### config.mk
export PLATFORM = sky130hd
export DESIGN_NAME = hex_line_ram_loader_unit
export DESIGN_NICKNAME = d
export VERILOG_FILES = /design/src/hdl/hlrl_pkg.sv /design/src/hdl/hex_line_ram_loader_unit.sv
export VERILOG_INCLUDE_DIRS = /design/src /design/src/hdl
export SDC_FILE = /design/constraint.sdc
export NUM_CORES = 1
export LEC_CHECK = 0
export BUFFER_PORTS_ARGS = -buffer_cell sky130_fd_sc_hd__buf_2
export CAP_MARGIN = 20
export CORE_ASPECT_RATIO = 0.7
export CORE_UTILIZATION = 36
export CTS_CLUSTER_DIAMETER = 30
export DETAILED_ROUTE_END_ITERATION = 8
export GPL_TIMING_DRIVEN = 0
export MAX_ROUTING_LAYER = met4
export PLACE_DENSITY_LB_ADDON = 0.2
export SETUP_SLACK_MARGIN = 0.3
export SYNTH_ARGS = -nofsm -noshare
export SYNTH_HDL_FRONTEND = slang
export SYNTH_SLANG_ARGS = --single-unit
### constraint.sdc
create_clock -name clk -period 13.4 [get_ports clk]
set_clock_uncertainty 0.2 [all_clocks]
set_input_delay 0.67 -clock clk [delete_from_list [all_inputs] [get_ports clk]]
set_output_delay 0.67 -clock clk [all_outputs]
set_load 0.1 [all_outputs]
### src/hdl/hex_line_ram_loader_unit_macros.svh
// Assertion helpers for the loader
`ifndef HEX_LINE_RAM_LOADER_UNIT_MACROS_SVH
`define HEX_LINE_RAM_LOADER_UNIT_MACROS_SVH

// same-cycle implication, disabled during reset
`define HLRL_ASSERT_NOW(label, clk, rst_n, ante, cons, msg) \
	label: assert property (@(posedge clk) disable iff (!(rst_n)) (ante) |-> (cons)) \
		else $error(msg);

// next-cycle implication, disabled during reset
`define HLRL_ASSERT_NEXT(label, clk, rst_n, ante, cons, msg) \
	label: assert property (@(posedge clk) disable iff (!(rst_n)) (ante) |=> (cons)) \
		else $error(msg);

`endif

### src/hdl/hlrl_pkg.sv
package hlrl_pkg;

	localparam int unsigned ADDR_W = 16;
	localparam int unsigned SIZE_W = 17;
	localparam int unsigned OFFS_W = 17;

	localparam logic [SIZE_W-1:0] MEM_BYTES_RESET = 17'h10000;
	localparam logic [SIZE_W-1:0] MEM_BYTES_MAX   = 17'h10000;

	localparam logic [7:0] CH_NUL   = 8'h00;
	localparam logic [7:0] CH_LF    = 8'h0A;
	localparam logic [7:0] CH_SPACE = 8'h20;
	localparam logic [7:0] CH_COLON = 8'h3A;
	localparam logic [7:0] CH_F     = 8'h46;

	localparam logic [2:0] NUM_ADDR_DIGITS = 3'd4;

	localparam logic [2:0] ST_NONE     = 3'd0;
	localparam logic [2:0] ST_LINE_OK  = 3'd1;
	localparam logic [2:0] ST_PROG_END = 3'd2;
	localparam logic [2:0] ST_ADDR_ERR = 3'd3;
	localparam logic [2:0] ST_SYNTAX   = 3'd4;

	typedef enum logic [1:0] {
		PH_ADDR,
		PH_DATA,
		PH_SKIP
	} phase_t;

	typedef struct packed {
		logic       ok;
		logic [3:0] val;
	} hex_t;

	// ASCII hex digit decode; anything else reads as 0 and not ok
	function automatic hex_t hex_decode(input logic [7:0] c);
		hex_t h;
		h.ok  = 1'b1;
		h.val = 4'd0;
		if (c >= 8'd48 && c <= 8'd57) begin
			h.val = 4'(c - 8'd48);
		end else if (c >= 8'd65 && c <= 8'd70) begin
			h.val = 4'(c - 8'd55);
		end else if (c >= 8'd97 && c <= 8'd102) begin
			h.val = 4'(c - 8'd87);
		end else begin
			h.ok = 1'b0;
		end
		return h;
	endfunction

endpackage

### src/hdl/hex_line_ram_loader_unit.sv
// Streaming loader for text lines "HHLL: HH HH ...". One character item enters per clock
// unless in_stall is high and produces exactly one result item (write strobe, address,
// data, status, line address) via the input and result registers; the sustained rate of
// one item per cycle is set by the parser state loop through the hex decode, the 18-bit
// start-plus-offset add and the compare against the memory size. An output register
// holds a stalled result while an empty input register can still take the next character.
// A memory size above 65536 acts as 65536; cfg_ready is always high and the memory
// size should only be written while no item is in flight.
module hex_line_ram_loader_unit
	import hlrl_pkg::*;
(
	input  logic              clk,
	input  logic              arst_n,
	input  logic              in_valid,
	output logic              in_stall,
	input  logic [7:0]        char_in,
	output logic              out_valid,
	input  logic              out_stall,
	output logic              write_en,
	output logic [ADDR_W-1:0] write_addr,
	output logic [7:0]        write_data,
	output logic [2:0]        status,
	output logic [ADDR_W-1:0] line_addr,
	input  logic              cfg_valid,
	output logic              cfg_ready,
	input  logic [SIZE_W-1:0] cfg_data
);

`include "hex_line_ram_loader_unit_macros.svh"

	logic              valid_s1;
	logic [7:0]        char_s1;
	logic              advance;

	logic [SIZE_W-1:0] mem_bytes_q;
	logic [SIZE_W-1:0] limit;

	phase_t            phase_q,       phase_d;
	logic [2:0]        char_index_q,  char_index_d;
	logic [ADDR_W-1:0] addr_accum_q,  addr_accum_d;
	logic              addr_stopped_q, addr_stopped_d;
	logic              all_f_q,       all_f_d;
	logic [3:0]        high_nibble_q, high_nibble_d;
	logic              pending_q,     pending_d;
	logic [OFFS_W-1:0] byte_offset_q, byte_offset_d;

	logic              out_valid_q;
	logic              wr_en_d,   wr_en_q;
	logic [ADDR_W-1:0] wr_addr_d, wr_addr_q;
	logic [7:0]        wr_data_d, wr_data_q;
	logic [2:0]        status_d,  status_q;
	logic [ADDR_W-1:0] laddr_d,   laddr_q;

	hex_t              hx;
	logic              term;
	logic              restart;
	logic [ADDR_W-1:0] acc_new;
	logic [OFFS_W:0]   wr_sum;
	logic              wr_oob;
	logic              acc_oob;
	logic              cur_oob;

	assign advance   = !out_valid_q || !out_stall;
	assign in_stall  = valid_s1 && !advance;
	assign cfg_ready = 1'b1;

	assign limit = (mem_bytes_q > MEM_BYTES_MAX) ? MEM_BYTES_MAX : mem_bytes_q;

	always_ff @(posedge clk or negedge arst_n) begin
		if (!arst_n) begin
			mem_bytes_q <= MEM_BYTES_RESET;
		end else if (cfg_valid && cfg_ready) begin
			mem_bytes_q <= cfg_data;
		end
	end

	// input register
	always_ff @(posedge clk or negedge arst_n) begin
		if (!arst_n) begin
			valid_s1 <= 1'b0;
		end else if (!in_stall) begin
			valid_s1 <= in_valid;
		end
	end

	always_ff @(posedge clk) begin
		if (in_valid && !in_stall) begin
			char_s1 <= char_in;
		end
	end

	always_comb begin
		hx      = hex_decode(char_s1);
		term    = (char_s1 == CH_LF) || (char_s1 == CH_NUL);
		acc_new = (!addr_stopped_q && hx.ok) ? {addr_accum_q[ADDR_W-5:0], hx.val}
		                                     : addr_accum_q;
		wr_sum  = {2'b00, addr_accum_q} + {1'b0, byte_offset_q};
		wr_oob  = wr_sum >= {1'b0, limit};
		acc_oob = {1'b0, acc_new} >= limit;
		cur_oob = {1'b0, addr_accum_q} >= limit;

		phase_d        = phase_q;
		char_index_d   = char_index_q;
		addr_accum_d   = addr_accum_q;
		addr_stopped_d = addr_stopped_q;
		all_f_d        = all_f_q;
		high_nibble_d  = high_nibble_q;
		pending_d      = pending_q;
		byte_offset_d  = byte_offset_q;
		restart        = 1'b0;

		wr_en_d   = 1'b0;
		wr_addr_d = '0;
		wr_data_d = '0;
		status_d  = ST_NONE;
		laddr_d   = '0;

		case (phase_q)
			PH_ADDR: begin
				if (term) begin
					status_d = (char_index_q < NUM_ADDR_DIGITS && cur_oob) ? ST_ADDR_ERR
					                                                       : ST_SYNTAX;
					restart  = 1'b1;
				end else if (char_index_q < NUM_ADDR_DIGITS) begin
					addr_accum_d   = acc_new;
					addr_stopped_d = addr_stopped_q || !hx.ok;
					all_f_d        = all_f_q && (char_s1 == CH_F);
					char_index_d   = char_index_q + 3'd1;
					if (char_index_d == NUM_ADDR_DIGITS) begin
						if (all_f_d) begin
							status_d = ST_PROG_END;
							phase_d  = PH_SKIP;
						end else if (acc_oob) begin
							status_d = ST_ADDR_ERR;
							phase_d  = PH_SKIP;
						end
					end
				end else if (char_s1 == CH_COLON) begin
					phase_d = PH_DATA;
				end else begin
					status_d = ST_SYNTAX;
					phase_d  = PH_SKIP;
				end
			end
			PH_DATA: begin
				if (term) begin
					// a lone trailing digit is flushed as the high nibble
					if (pending_q && wr_oob) begin
						status_d = ST_ADDR_ERR;
					end else begin
						if (pending_q) begin
							wr_en_d   = 1'b1;
							wr_addr_d = wr_sum[ADDR_W-1:0];
							wr_data_d = {high_nibble_q, 4'd0};
						end
						status_d = ST_LINE_OK;
						laddr_d  = addr_accum_q;
					end
					restart = 1'b1;
				end else if (pending_q) begin
					pending_d = 1'b0;
					if (wr_oob) begin
						status_d = ST_ADDR_ERR;
						phase_d  = PH_SKIP;
					end else begin
						wr_en_d       = 1'b1;
						wr_addr_d     = wr_sum[ADDR_W-1:0];
						wr_data_d     = {high_nibble_q, hx.val};
						byte_offset_d = byte_offset_q + OFFS_W'(1);
					end
				end else if (char_s1 != CH_SPACE) begin
					high_nibble_d = hx.val;
					pending_d     = 1'b1;
				end
			end
			default: begin
				if (term) begin
					restart = 1'b1;
				end
			end
		endcase

		if (restart) begin
			phase_d        = PH_ADDR;
			char_index_d   = '0;
			addr_accum_d   = '0;
			addr_stopped_d = 1'b0;
			all_f_d        = 1'b1;
			high_nibble_d  = '0;
			pending_d      = 1'b0;
			byte_offset_d  = '0;
		end
	end

	always_ff @(posedge clk or negedge arst_n) begin
		if (!arst_n) begin
			phase_q        <= PH_ADDR;
			char_index_q   <= '0;
			addr_accum_q   <= '0;
			addr_stopped_q <= 1'b0;
			all_f_q        <= 1'b1;
			high_nibble_q  <= '0;
			pending_q      <= 1'b0;
			byte_offset_q  <= '0;
		end else if (valid_s1 && advance) begin
			phase_q        <= phase_d;
			char_index_q   <= char_index_d;
			addr_accum_q   <= addr_accum_d;
			addr_stopped_q <= addr_stopped_d;
			all_f_q        <= all_f_d;
			high_nibble_q  <= high_nibble_d;
			pending_q      <= pending_d;
			byte_offset_q  <= byte_offset_d;
		end
	end

	// result register
	always_ff @(posedge clk or negedge arst_n) begin
		if (!arst_n) begin
			out_valid_q <= 1'b0;
		end else if (advance) begin
			out_valid_q <= valid_s1;
		end
	end

	always_ff @(posedge clk) begin
		if (valid_s1 && advance) begin
			wr_en_q   <= wr_en_d;
			wr_addr_q <= wr_addr_d;
			wr_data_q <= wr_data_d;
			status_q  <= status_d;
			laddr_q   <= laddr_d;
		end
	end

	assign out_valid  = out_valid_q;
	assign write_en   = wr_en_q;
	assign write_addr = wr_addr_q;
	assign write_data = wr_data_q;
	assign status     = status_q;
	assign line_addr  = laddr_q;

	`HLRL_ASSERT_NOW(a_write_status, clk, arst_n, out_valid && write_en,
		status == ST_NONE || status == ST_LINE_OK, "write item with error status")

	`HLRL_ASSERT_NOW(a_line_addr_only_ok, clk, arst_n, out_valid && status != ST_LINE_OK,
		line_addr == '0, "line address without line ok")

	`HLRL_ASSERT_NOW(a_index_range, clk, arst_n, phase_q == PH_ADDR,
		char_index_q <= NUM_ADDR_DIGITS, "address digit index past four")

	`HLRL_ASSERT_NOW(a_index_after_addr, clk, arst_n, phase_q != PH_ADDR,
		char_index_q == NUM_ADDR_DIGITS, "data or skip phase before four address characters")

	`HLRL_ASSERT_NEXT(a_no_pending_outside_data, clk, arst_n,
		valid_s1 && advance && phase_d == PH_ADDR, !pending_q,
		"nibble pending after line restart")

endmodule
==> results of run 1 <==
-- report_power, final --
part	internal (W)	total [W]	switching (W)
clock network	0.000284	0.000457	0.000173
registers	0.000402	0.000426	0.0000242
logic	0.0000654	0.000228	0.000163
-- cell usage after synthesis (all sizes together) (10+ instances only) --
master,count,area share
nand3,22,0.016
edfxtp,52,0.22
a22o,18,0.022
inv,21,0.011
o21ai,36,0.025
xnor2,11,0.014
ha,72,0.13
nand2,64,0.034
dfrtp,62,0.22
and2,36,0.032
and3,22,0.019
a21o,10,0.011
nor3,21,0.015
mux2,29,0.046
nor2,32,0.017
a211o,12,0.015
clkbuf,18,0.0097
a21oi,43,0.030
-- cell type report --
cell class / instances / area (um2)
inverter: 22 / 82.6
tap: 264 / 330
multi-input combinational: 523 / 3730
fill: 1830 / 10700
buffer: 24 / 106
sequential: 116 / 3170
timing repair buffer: 76 / 398
clock inverter: 11 / 129
clock buffer: 21 / 460
-- kinds of logic after synthesis --
logic type / share of synthesized area
AOI/OAI and AO/OA: 0.156
xor gates and xnor gates: 0.0185
adders and majority gates: 0.130
buffers and inverters: 0.0267
DFF: 0.447
muxes: 0.0503
other: 0.000529
and+or+nand+nor: 0.172
-- worst max-delay path: cells and delay by family, from the launching register on --
family / cells / cell delay, ns
AOI/OAI and AO/OA: 9 / 2.08
xor gates and xnor gates: 1 / 0.15
adders and majority gates: 3 / 0.99
buffers and inverters: 2 / 0.39
DFF: 1 / 0.48
and+or+nand+nor: 4 / 1.27
-- routing by layer --
| layer | part of all wire | wire, um |
|---|---|---|
| met4 | 0.014 | 274 |
| met5 | 0 | 0 |
| met2 | 0.41 | 8230 |
| met3 | 0.053 | 1060 |
| met1 | 0.52 | 10300 |
-- path summary, 6_finish.rpt --
check | from | to | slack (ns)
max in group asynchronous | arst_n | mem_bytes_q[0]$_DFFE_PN0P_ | 12.26
min reg2reg | high_nibble_q[0]$_DFFE_PN0P_ | high_nibble_q[0]$_DFFE_PN0P_ | 0.28
min in group clk | char_in[4] | char_s1[4]$_DFFE_PP_ | 0.21
min | arst_n | byte_offset_q[8]$_DFFE_PN0P_ | 0.14
max reg2reg | addr_accum_q[0]$_DFFE_PN0P_ | line_addr[6]$_SDFFCE_PP0P_ | 7.70
max | addr_accum_q[0]$_DFFE_PN0P_ | line_addr[6]$_SDFFCE_PP0P_ | 7.70
-- through the flow --
step	total power [W]	instance area [um2]	instances
3_3_place_gp	0.000651	7790	1023
4_1_cts	0.00112	8400	1056
6_report	0.00111	8410	1057
3_5_place_dp	0.000658	7810	1024
2_1_floorplan	0.000596	7090	685
5_1_grt	0.00116	8410	1057
-- flip-flops by register name, indices dropped and copies added, names as in the netlist --
register        flops
out_valid           1
char_s1             8
pending_q           1
line_addr          16
phase_q             2
all_f_q             1
status              3
write_addr         16
addr_stopped_q      1
addr_accum_q       16
write_en            1
write_data          8
high_nibble_q       4
mem_bytes_q        17
char_index_q        3
valid_s1            1
byte_offset_q      17
==> flow_metrics.env, run 1 <==
export IMPL_outcome="complete, no violations"
export IMPL_hold_violations=0
export IMPL_post_synth_instance_area_um2=7090
export IMPL_die_ht_um=119
export IMPL_synth_edff_count=52
export IMPL_viasPerCell=5.45
export IMPL_path_max_fanout=10
export IMPL_worst_ep_arrival_time_ns=5.79
export IMPL_max_stage_delay_ns=0.66
export IMPL_async_sr_flop_fraction=0.552
export IMPL_rr_worst_depth=19
export IMPL_design_die_area_um2=20300
export IMPL_synthToLayoutAreaGrowth_pct=18.6
export IMPL_cts_hold_buf=0
export IMPL_maximum_capacitance_violations=0
export IMPL_dp_final_hpwl_mm=14.9
export IMPL_detailedRoute_firstIterationViolations=487
export IMPL_power_leakage_nw=3.87
export IMPL_most_congested_layer_reported_by_global_routing="met1"
export IMPL_cts_num_sinks=116
export IMPL_critical_path_slowest_cell="nor3b_1"
export IMPL_timing_final_setup_violations=0
export IMPL_slew_viol_final=0
export IMPL_ys_warnings_count=0
export IMPL_worst_skew_pair_late_latency_ns=0.43
export IMPL_utilization=0.441
export IMPL_worst_setup_path_type="reg2reg"
export IMPL_antenna_found_initial=0
export IMPL_dieWidth_um=170
export IMPL_timing_critical_path_to_type="flip-flop"
export IMPL_cts_repair_timing_setup_buffer_count=0
export IMPL_crit_required_ns=13.49
export IMPL_number_of_distinct_library_cell_variants_in_the_gate_level_netlist_after_synthesis=60
export IMPL_tns_ns=0
export IMPL_synthCells=685
export IMPL_synthFlopType="dfrtp_1"
export IMPL_seq_area_frac_synth=0.447
export IMPL_cts_buffer_depth=2
export IMPL_layout_common_cells="76 x buf_2, 72 x ha_1, 64 x nand2_1, 62 x dfrtp_1, 52 x edfxtp_1"
export IMPL_grt_first_pass_wirelength_mm=31.0
export IMPL_final_common_cell="buf_2"
export IMPL_power_density_nw_per_um2=132
export IMPL_h_tree_depth=4
export IMPL_worstSetupStartpointType="flip-flop"
export IMPL_antenna_violating_nets_post_route=0
export IMPL_initial_utilization=0.372
export IMPL_fmax_mhz=175
export IMPL_wl_per_cell_um=18.8
export IMPL_clk_pin_slew_ns=0.06
export IMPL_max_vdd_ir_drop_mv=0.0610
export IMPL_fin_crit_sh=0.425
export IMPL_timing_worst_slew_pin_value_ns=0.919
export IMPL_crit_path_cell_trace="ha_1 -> inv_1 -> fa_1 -> nor2b_1 -> o2111ai_1 -> and3_1 -> a31oi_1 -> a2111oi_0 -> o21ai_0 -> a21oi_1 -> xnor2_1 -> ha_1 -> a221oi_1 -> o211ai_1 -> a211o_1 -> o21ai_0 -> nor3b_1 -> clkbuf_1 -> and2_1"
export IMPL_grt_pass1_vias=5604
export IMPL_pre_cts_ws_ns=7.44
export IMPL_drt_first_pass_iters=6
export IMPL_cts_made_buffers=17
export IMPL_grt_usage=0.210
export IMPL_finalHoldWorstSlack_ns=0.139
export IMPL_core_region_area_um2=19100
export IMPL_pin_count_of_the_biggest_net_entering_global_routing=65
export IMPL_cts_resized=0
export IMPL_floorplan_rows=42
export IMPL_routed_wirelength_mm=19.8
export IMPL_hold_path_class="in2async"
export IMPL_drive_gt1_frac=0.190
export IMPL_grtUsageMet3=0.0425
export IMPL_place_port_buffers=74
export IMPL_tritoncts="done"
export IMPL_rsz0062_at_grt="false"
export IMPL_gr_total_overflow=0
export IMPL_final_net_count=883
export IMPL_maxSlewHeadroom=0.382
export IMPL_num_vias=5760
export IMPL_ctsRootBufferMaster="clkbuf_16"
export IMPL_post_route_worst_setup_slack_ns=7.70
export IMPL_globalRouteMet1Util=0.309
export IMPL_num_antenna_cells=0
export IMPL_post_route_min_period_ns=5.70
export IMPL_syn_area_per_cell_um2=10.3
export IMPL_remaining_drc_errors=0
export IMPL_ys_seq_elements=116
export IMPL_met2_usage=0.287
export IMPL_io_pins=77
export IMPL_number_of_nets_produced_by_synthesis=788
export IMPL_gp_congestion=0.869
No activity file was read; power rests on OpenSTA's default activity.
==> run 2, diff against run 1 <==
Clock period 13.4 ns to 5.3 ns, I/O delays scaled along.
==> flow_metrics.env, run 2 (synthesis gave the netlist of run 1 again) <==
export IMPL_timing_critical_path_mode_cell="buf_4"
export IMPL_routed_wirelength_mm=20.6
export IMPL_timing_final_setup_violations=0
export IMPL_worstSetupStartpointType="flip-flop"
export IMPL_power_leakage_nw=4.16
export IMPL_timing_worst_slew_pin_value_ns=0.947
export IMPL_tns_ns=0
export IMPL_cts_num_sinks=116
export IMPL_design_die_area_um2=20300
export IMPL_io_pins=77
export IMPL_layout_cell_area_non_filler_um2=9110
export IMPL_finalHoldWorstSlack_ns=0.154
export IMPL_die_ht_um=119
export IMPL_grt_pass1_vias=5851
export IMPL_clk_pin_slew_ns=0.06
export IMPL_placed_cells=1024
export IMPL_gr_total_overflow=0
export IMPL_power_density_nw_per_um2=314
export IMPL_layout_area_seq_um2=3170
export IMPL_cts_made_buffers=17
export IMPL_critical_path_buf_inv_count=10
export IMPL_gp_congestion=0.869
export IMPL_max_stage_delay_ns=0.59
export IMPL_crit_path_cell_trace="ha_4 -> inv_1 -> fa_2 -> nor2b_2 -> buf_4 -> buf_4 -> buf_4 -> buf_4 -> buf_4 -> buf_4 -> buf_4 -> o21a_1 -> nor2_2 -> xnor2_2 -> ha_1 -> nand4_1 -> nor3_1 -> o41a_1 -> a211o_1 -> or4_4 -> inv_8 -> clkbuf_16 -> a21oi_1 -> a211o_1"
export IMPL_timing_critical_path_to_type="flip-flop"
export IMPL_post_route_min_period_ns=4.90
export IMPL_final_common_cell="buf_2"
export IMPL_num_fill_cells=1751
export IMPL_synthToLayoutAreaGrowth_pct=28.5
export IMPL_pin_count_of_the_biggest_net_entering_global_routing=65
export IMPL_cts_buffer_depth=2
export IMPL_critical_path_slowest_cell="or4_4"
export IMPL_pre_cts_ws_ns=-0.662
export IMPL_floorplan_rows=42
export IMPL_antenna_violating_nets_post_route=0
export IMPL_outcome="complete, no violations"
export IMPL_detailedRoute_firstIterationViolations=479
export IMPL_placement_cell_area_um2=7810
export IMPL_final_net_count=933
export IMPL_slew_viol_final=0
export IMPL_multiInputGateArea_um2=3900
export IMPL_num_vias=6065
export IMPL_maxSlewHeadroom=0.363
export IMPL_drt_first_pass_iters=5
export IMPL_num_antenna_cells=0
export IMPL_core_region_area_um2=19100
export IMPL_place_port_buffers=74
export IMPL_worst_setup_path_type="reg2reg"
export IMPL_remaining_drc_errors=0
export IMPL_ctsRootBufferMaster="clkbuf_16"
export IMPL_fmax_mhz=204
export IMPL_layout_common_cells="75 x buf_2, 69 x ha_1, 63 x nand2_1, 57 x dfrtp_1, 52 x edfxtp_1"
export IMPL_worst_ep_arrival_time_ns=5.01
export IMPL_fin_crit_sh=0.925
export IMPL_drive_gt1_frac=0.240
export IMPL_grt_first_pass_wirelength_mm=31.8
export IMPL_final_cell_count_no_fill=1107
export IMPL_maximum_capacitance_violations=0
export IMPL_h_tree_depth=4
export IMPL_cpLargestDelayFamily="compound AO/OA/AOI/OAI gates"
export IMPL_layout_top_registers="byte_offset_q: 17 flops, mem_bytes_q: 17 flops"
export IMPL_hold_path_class="in2reg"
export IMPL_dp_final_hpwl_mm=14.9
export IMPL_crit_required_ns=5.41
export IMPL_dieWidth_um=170
export IMPL_tritoncts="done"
export IMPL_max_vdd_ir_drop_mv=0.157
export IMPL_grt_usage=0.214
export IMPL_rsz0062_at_grt="true"
export IMPL_initial_utilization=0.372
export IMPL_viasPerCell=5.48
export IMPL_antenna_found_initial=0
export IMPL_hold_violations=0
export IMPL_post_route_worst_setup_slack_ns=0.398
export IMPL_path_max_fanout=7
export IMPL_worst_skew_pair_late_latency_ns=0.43
export IMPL_wl_per_cell_um=18.6
## run 2: cell count changes in the layout (fill, tap and decap cells not counted), moves of 3 or more
cell | previous run | this run
o21ai_0 | 35 | 32
dfrtp_1 | 62 | 57
dlygate4sd3_1 | 0 | 29
dfrtp_2 | 0 | 5
buf_4 | 4 | 22
ha_1 | 72 | 69
## run 2: final timing paths
check                                        startpoint                            end  slack (ns)  depth (start not counted)
hold / removal                                cfg_valid     mem_bytes_q[4]$_DFFE_PN0P_        0.15                          2
setup / recovery            addr_accum_q[0]$_DFFE_PN0P_  byte_offset_q[13]$_DFFE_PN0P_        0.40                         24
min in group asynchronous                        arst_n   byte_offset_q[8]$_DFFE_PN0P_        0.29                          2
max in group asynchronous                        arst_n    addr_accum_q[6]$_DFFE_PN0P_        3.96                          2
hold reg to reg            high_nibble_q[0]$_DFFE_PN0P_   high_nibble_q[0]$_DFFE_PN0P_        0.28                          2
setup reg to reg            addr_accum_q[0]$_DFFE_PN0P_  byte_offset_q[13]$_DFFE_PN0P_        0.40                         24
## run 2: power breakdown
part / switching [W] / internal [W] / leakage, nW
Sequential: 0.0000589 / 0.00102 / 1.30
Clock: 0.000442 / 0.000718 / 0.284
Combinational: 0.000425 / 0.000195 / 2.58
Total: 0.000925 / 0.00193 / 4.16
## run 2: layout make-up
| class | count | area share |
|---|---|---|
| Buffer | 24 | 0.0158 |
| Timing Repair Buffer | 126 | 0.0970 |
| Clock buffer | 21 | 0.0505 |
| Clock inverter | 11 | 0.0141 |
| Sequential cell | 116 | 0.348 |
| Inverter | 22 | 0.00989 |
| Tap cell | 264 | 0.0363 |
| Multi-Input combinational cell | 523 | 0.428 |
## run 2: what timing repair did
item	CTS	global route
gates resized for setup	27	30
pin swaps	5	8
gates cloned	0	2
hold buffers	29	0
buffers inserted	13	7
endpoints found under the setup margin	60	61
hold endpoints to repair	89	0
## run 2: metal layers
layer / global-route usage / wire length [um]
met5: - / 0
met4: 0.0619 / 315
met3: 0.0429 / 1300
met2: 0.300 / 8730
met1: 0.310 / 10200
## run 2: stage by stage
stage                util  power [W]
global placement    0.408    0.00165
global route        0.478    0.00298
floorplan               -    0.00151
finish              0.478    0.00286
detailed placement  0.409    0.00166
CTS                 0.466    0.00286
